## config.mk

```make
export PLATFORM = sky130hd
export DESIGN_NAME = ssst_ctrl
export DESIGN_NICKNAME = d
export VERILOG_FILES = /design/src/design/ssst_pkg.sv /design/src/design/ssst_ctrl.sv
export SDC_FILE = /design/constraint.sdc
export NUM_CORES = 1
export LEC_CHECK = 0
export BUFFER_PORTS_ARGS = -buffer_cell sky130_fd_sc_hd__buf_2
export CORE_AREA = 2 2 39 41
export DETAILED_ROUTE_END_ITERATION = 10
export DIE_AREA = 0 0 41 43
export REMOVE_ABC_BUFFERS = 1
export SLEW_MARGIN = 10
export SYNTH_ARGS = -nofsm -noshare
export SYNTH_HDL_FRONTEND = slang
export SYNTH_SLANG_ARGS = --single-unit
export TNS_END_PERCENT = 10
```

## constraint.sdc

```tcl
create_clock -name clk -period 1.6 [get_ports clk]
set_input_delay 0.08 -clock clk [delete_from_list [all_inputs] [get_ports clk]]
set_output_delay 0.08 -clock clk [all_outputs]
set_load 0.05 [all_outputs]
```

## src/design/ssst_pkg.sv

```systemverilog
`default_nettype none
package ssst_pkg;

  localparam int DATA_W          = 64;
  localparam int DEF_NUM_SHARDS  = 2;
  localparam int DEF_NUM_METRICS = 16;
  localparam int IN_DATA_W       = 80;
  localparam int OUT_DATA_W      = 6 * DATA_W;
  localparam int DIV_CNT_W       = 6;

  localparam logic [DATA_W-1:0] SMP_MAX = {1'b0, {(DATA_W-1){1'b1}}};
  localparam logic [DATA_W-1:0] SMP_MIN = {1'b1, {(DATA_W-1){1'b0}}};

  localparam logic CMD_RECORD = 1'b0;
  localparam logic CMD_READ   = 1'b1;

  typedef struct packed {
    logic [DATA_W-1:0] count;
    logic [DATA_W-1:0] sum;
    logic [DATA_W-1:0] mn;
    logic [DATA_W-1:0] mx;
    logic [DATA_W-1:0] last;
  } entry_t;

  typedef enum logic [3:0] {
    ST_CLEAR,
    ST_IDLE,
    ST_REC_RD,
    ST_REC_WR,
    ST_RD_ISSUE,
    ST_RD_ACC,
    ST_DIV_LD,
    ST_DIV,
    ST_DONE
  } state_t;

  typedef struct packed {
    logic clr_step;
    logic load;
    logic rd_en;
    logic rec_wr;
    logic acc_clr;
    logic acc_en;
    logic shard_rst;
    logic shard_step;
    logic div_start;
    logic div_step;
    logic out_load;
  } dp_cmd_t;

  typedef struct packed {
    logic clr_last;
    logic in_is_read;
    logic in_metric_ok;
    logic shard_last;
    logic div_done;
    logic out_free;
  } dp_status_t;

endpackage
`default_nettype wire

```

## src/design/ssst_ctrl.sv

```systemverilog
`default_nettype none
module ssst_ctrl (
  input  wire                  clk,
  input  wire                  rst_n,
  input  wire                  in_tvalid,
  output logic                 in_tready,
  input  ssst_pkg::dp_status_t st,
  output ssst_pkg::dp_cmd_t    cmd
);
  import ssst_pkg::*;

  state_t state_r, state_nxt;

  always_ff @(posedge clk) begin
    if (!rst_n) begin
      state_r <= ST_CLEAR;
    end else begin
      state_r <= state_nxt;
    end
  end

  always_comb begin
    state_nxt = state_r;
    cmd       = '0;
    in_tready = 1'b0;
    case (state_r)
      ST_CLEAR: begin
        cmd.clr_step = 1'b1;
        if (st.clr_last) begin
          state_nxt = ST_IDLE;
        end
      end
      ST_IDLE: begin
        in_tready = 1'b1;
        if (in_tvalid) begin
          cmd.load = 1'b1;
          if (st.in_is_read) begin
            cmd.acc_clr   = 1'b1;
            cmd.shard_rst = 1'b1;
            state_nxt     = st.in_metric_ok ? ST_RD_ISSUE : ST_DONE;
          end else if (st.in_metric_ok) begin
            state_nxt = ST_REC_RD;
          end
        end
      end
      ST_REC_RD: begin
        cmd.rd_en = 1'b1;
        state_nxt = ST_REC_WR;
      end
      ST_REC_WR: begin
        cmd.rec_wr = 1'b1;
        state_nxt  = ST_IDLE;
      end
      ST_RD_ISSUE: begin
        cmd.rd_en = 1'b1;
        state_nxt = ST_RD_ACC;
      end
      ST_RD_ACC: begin
        cmd.acc_en     = 1'b1;
        cmd.shard_step = 1'b1;
        state_nxt      = st.shard_last ? ST_DIV_LD : ST_RD_ISSUE;
      end
      ST_DIV_LD: begin
        cmd.div_start = 1'b1;
        state_nxt     = ST_DIV;
      end
      ST_DIV: begin
        cmd.div_step = 1'b1;
        if (st.div_done) begin
          state_nxt = ST_DONE;
        end
      end
      ST_DONE: begin
        if (st.out_free) begin
          cmd.out_load = 1'b1;
          state_nxt    = ST_IDLE;
        end
      end
      default: begin
        state_nxt = ST_IDLE;
      end
    endcase
  end

endmodule
`default_nettype wire

```

**After elaboration in Yosys (flattened, before gate mapping)**

Index checks and enable logic that the tools add are counted.

- Output and inout port bits: 12
- Flip-flop bits (word level): 4
- Bits of input ports: 9
- Logic and storage cells: 40

- Equal/unequal tests: 13
- Reduce and logical (&&, ||, !) cells: 3
- Mux-type cells: 23

Operators with widths:

| operator | number |
|---|---|
| $pmux 4 s8 | 1 |
| $mux 4 | 7 |
| $eq 4x3->1 const B | 4 |
| $mux 1 | 14 |
| $eq 4x2->1 const B | 2 |
| $ne 2x2->1 const B | 4 |
| $reduce_and 5->1 | 1 |
| $eq 4x1->1 const B | 1 |
| $eq 4x4->1 const B | 1 |
| $logic_not 4->1 | 1 |
| $ne 3x3->1 const B | 1 |
| $mux 2 | 1 |
| $reduce_or 2->1 | 1 |

**Longest topological paths before layout**

- Depth in word-level cells: 4
- Gate-level depth with buffers: 5
- Depth with buffers taken out: 4

**Least setup slack after synthesis**

Ideal clock, no wire load.

- Kind: reg2out
- Start point: register state_r[1]
- End point: output port cmd[6] (netlist bit)
- Data arrival time: 2.515 ns
- Cell stages (with the launch flop): 5
- Slack: -0.995 ns
- Buffers on the path: 2
- Data required time: 1.520 ns
- Cell sequence: dfxtp_1 buf_6 nor4b_2 and3_1 buf_4

RTL lines:

| element | RTL line | text |
|---|---|---|
| from (decl) | ssst_ctrl.sv:12 | `state_t state_r, state_nxt;` |
| from (signal assigned) | ssst_ctrl.sv:18 | `state_r <= state_nxt;` |
| to (decl) | ssst_ctrl.sv:8 | `output ssst_pkg::dp_cmd_t cmd` |

==> reports/summary.log <==
[floorplan] number of core rows 14
[placed_design] IO buf count 20
[finish] commonest non-fill, non-tap cells in the layout 13 x sky130_fd_sc_hd__buf_2, 7 x sky130_fd_sc_hd__buf_4, 6 x sky130_fd_sc_hd__nor2_1, 6 x sky130_fd_sc_hd__clkbuf_4
[floorplan] io pins 21
[power_and_ir_drop] maximum ir drop on the vdd rail 433.2 uV
[timing] highest attainable clock frequency 645.7 MHz
[clock_network] clock tree from TritonCTS done
[hold_path] hold crit path type in2reg
[synth] warning count from the yosys run 0
[synth] top cell type's share of synthesized area 0.1860
[drt] via density per instance 5.281
[critical_path] critical path data required time 1520 ps
[timing] post-layout minimum cycle time 1549 ps
[placed_design] weighted congestion reported at the end of routability-driven placement 0.7287
[placed_design] total half-perimeter wirelength after legalization and detailed placement 868.6 um
[finish] most common cell after layout, fill and taps aside sky130_fd_sc_hd__buf_2
[finish] post-route cell area 620.6 um2
[finish] registers with the most flip-flops state_r (4)
[critical_path] Worst R2R Path Depth 4
[synth] unique cell type count in the Yosys netlist 31
[timing] Worst Skew 1.818 ps
[synth] FFs w/ async S/R, synth 0
[synth] dominant synthesized flop cell sky130_fd_sc_hd__dfxtp_1
[clock_network] number of clock buffers inserted by TritonCTS 3
[global_route] antenna violations before repair 0
[critical_path] CP Capture Point cmd[4]
[timing] headroom to the max-slew limit 0.7569
[floorplan] core area 1384 um2
[critical_path] startpoint type of the worst setup path flip-flop
[placed_design] standard cell area after detailed placement 551.8 um2
[finish] Antenna Cells 0
[critical_path] start of the worst register-to-register path state_r[1]
[timing] worst setup slack after layout 51.32 ps
[clock_network] count of hold buffers inserted by post-cts repair 0
[synth] main area contributors after synthesis sky130_fd_sc_hd__dfxtp_1 19%, sky130_fd_sc_hd__o2bb2ai_4 6.4%, sky130_fd_sc_hd__or4b_4 6.4%
[global_route] first-pass GRT wire length 1.662 mm
[drt] remaining design rule violation count 0
[finish] number of non-filler instances in the completed layout 89
[global_route] overall fraction of global-route tracks in use 0.1414
[placed_design] total instance count after detailed placement 86
[clock_network] CTS H-tree lvls 1
[timing] Slew @ Worst Pin 360.8 ps
[finish] Net count, final 84
[clock_network] clock-pin slew on the worst setup and hold paths 40 ps
[critical_path] reg2reg setup slack 60 ps
[floorplan] die width 41 um
[power_and_ir_drop] total leakage power 0.2751 nW
[drt] count of TritonRoute iterations in the first routing pass 3
[timing] number of setup violations in the final report 0
[finish] post-synthesis to final-layout area growth 44.19%
[synth] number of register bits inferred by synthesis 4
[critical_path] Crit Reg-Reg Endpoint state_r[2]
[critical_path] Worst Setup End Kind output port
[drt] post-DR wirelength/cell 13.36 um
[clock_network] Clock Sinks 4
[synth] number of synthesized flops with an enable pin 0
[finish] flip-flop count of the largest register after layout 4
[clock_network] number of buffers on the longest clock path 2
[clock_network] clk root buf sky130_fd_sc_hd__clkbuf_4
[clock_network] Setup Fix Bufs, Post-CTS 0
[finish] share of post-route cells with drive strength above 1 0.5479
[timing] Final Max Slew Viols 0
[synth] cell type with the highest aggregate area in the netlist sky130_fd_sc_hd__dfxtp_1
[global_route] GRT overflow 0
[finish] largest register by flop count state_r
[timing] Final TNS setup 0 ps
[synth] share of the yosys chip area belonging to registers 0.1860
[synth] mean instance size in the synthesized netlist 8.608 um2
[timing] share of the clock period used by the worst path after layout 0.9679
[synth] combined area of all synthesized cells 430.4 um2
[placed_design] Post-Place Setup Slack 52.96 ps
[critical_path] Worst Path Max Fanout 5
[timing] Final Hold Vio Count 0
[drt] iteration-0 DRC count of the detailed router 8
[drt] post-route ant nets 0
[global_route] via count of the first global-routing pass 423
[power_and_ir_drop] power density over cell area 1079 nW/um2
[global_route] maximum number of pins on one net before global-route repair 9
[critical_path] WS Path Type reg2out
[drt] wire length after detailed routing 1.189 mm
[job] max-cap viol count 0
[floorplan] Die Span Y 43 um
[critical_path] Worst Path Arrival 1470 ps
[synth] Cells after Synth 50
[clock_network] worst skew pair latency 230 ps
[floorplan] initial core utilization 0.3110
[drt] vias post-DR 470
[outcome] outcome finished clean
[critical_path] critical path launch point state_r[1]
[floorplan] die outline area 1763 um2
[cell families (layout without fill, tap and decap cells)]
| group | Yosys count | in the layout | synth area share |
|---|---|---|---|
| AOI/OAI and AO/OA | 13 | 13 | 0.3111 |
| buffers and inverters | 9 | 32 | 0.1279 |
| and+or+nand+nor | 24 | 24 | 0.3750 |
| DFF | 4 | 4 | 0.1861 |
[metrics by stage]
stage	hold slack [ps]	util	power, mW
final	128.2	0.4485	0.6697
after detailed placement	369.0	0.3987	0.5179
after global placement	365.0	0.3987	0.5169
after global routing	129.8	0.4485	0.7046
after floorplan	197.8	-	0.4015
after CTS	118.4	0.4277	0.6622
[worst min-delay path by stage]
stage / depth (start not counted) / to / start / slack (ps)
final: 2 / state_r[0] / rst_n / 130
after floorplan: 1 / state_r[3] / rst_n / 200
after detailed placement: 2 / state_r[3] / rst_n / 370
after global routing: 2 / state_r[3] / rst_n / 130
after global placement: 2 / state_r[0] / rst_n / 360
after CTS: 2 / state_r[0] / rst_n / 120
[critical path: stages (launching register included)]
cell	delay (ps)
sky130_fd_sc_hd__dfxtp_2	340
sky130_fd_sc_hd__nor4b_4	360
sky130_fd_sc_hd__buf_4	180
sky130_fd_sc_hd__and3_4	200
sky130_fd_sc_hd__buf_6	160
[synth_stat cells (2+ instances only)]
cell                       number
sky130_fd_sc_hd__a21oi_1        2
sky130_fd_sc_hd__buf_2          2
sky130_fd_sc_hd__buf_4          3
sky130_fd_sc_hd__dfxtp_1        4
sky130_fd_sc_hd__inv_1          3
sky130_fd_sc_hd__nand2_1        3
sky130_fd_sc_hd__nand2b_1       3
sky130_fd_sc_hd__nor2_1         6
sky130_fd_sc_hd__or4b_4         2
[layer usage]
metal | routed length [um] | up-vias | part of all wire | GRT usage
met4 | 10 | 0 | 0.0084 | 0.09333
met2 | 647 | 15 | 0.54 | 0.2469
met1 | 458 | 218 | 0.39 | 0.1378
met3 | 72 | 2 | 0.061 | 0.02618
met5 | 0 | - | 0 | 0
li1 | - | 235 | - | -
[cell type report]
class | instances | area (um2)
Timing Repair Buffer | 26 | 173.9
Tap cell | 16 | 20.02
Clock buffer | 3 | 22.52
Fill cell | 147 | 763.2
Sequential cell | 4 | 83.83
Inverter | 3 | 11.26
Multi-Input combinational cell | 37 | 309.0
[power by group]
part,switching [mW],internal [mW],total [mW]
combinational,0.250,0.161,0.411
clock,0.0368,0.0836,0.120
sequential,0.0219,0.116,0.138
total,0.309,0.361,0.670
[what timing repair did]
item                                    in CTS  in global routing
pin swaps                                    0                  2
gates resized for setup                      5                 11
gates cloned                                 0                  0
endpoints found under the setup margin       4                  9
Power figures use the tool's default switching activity.
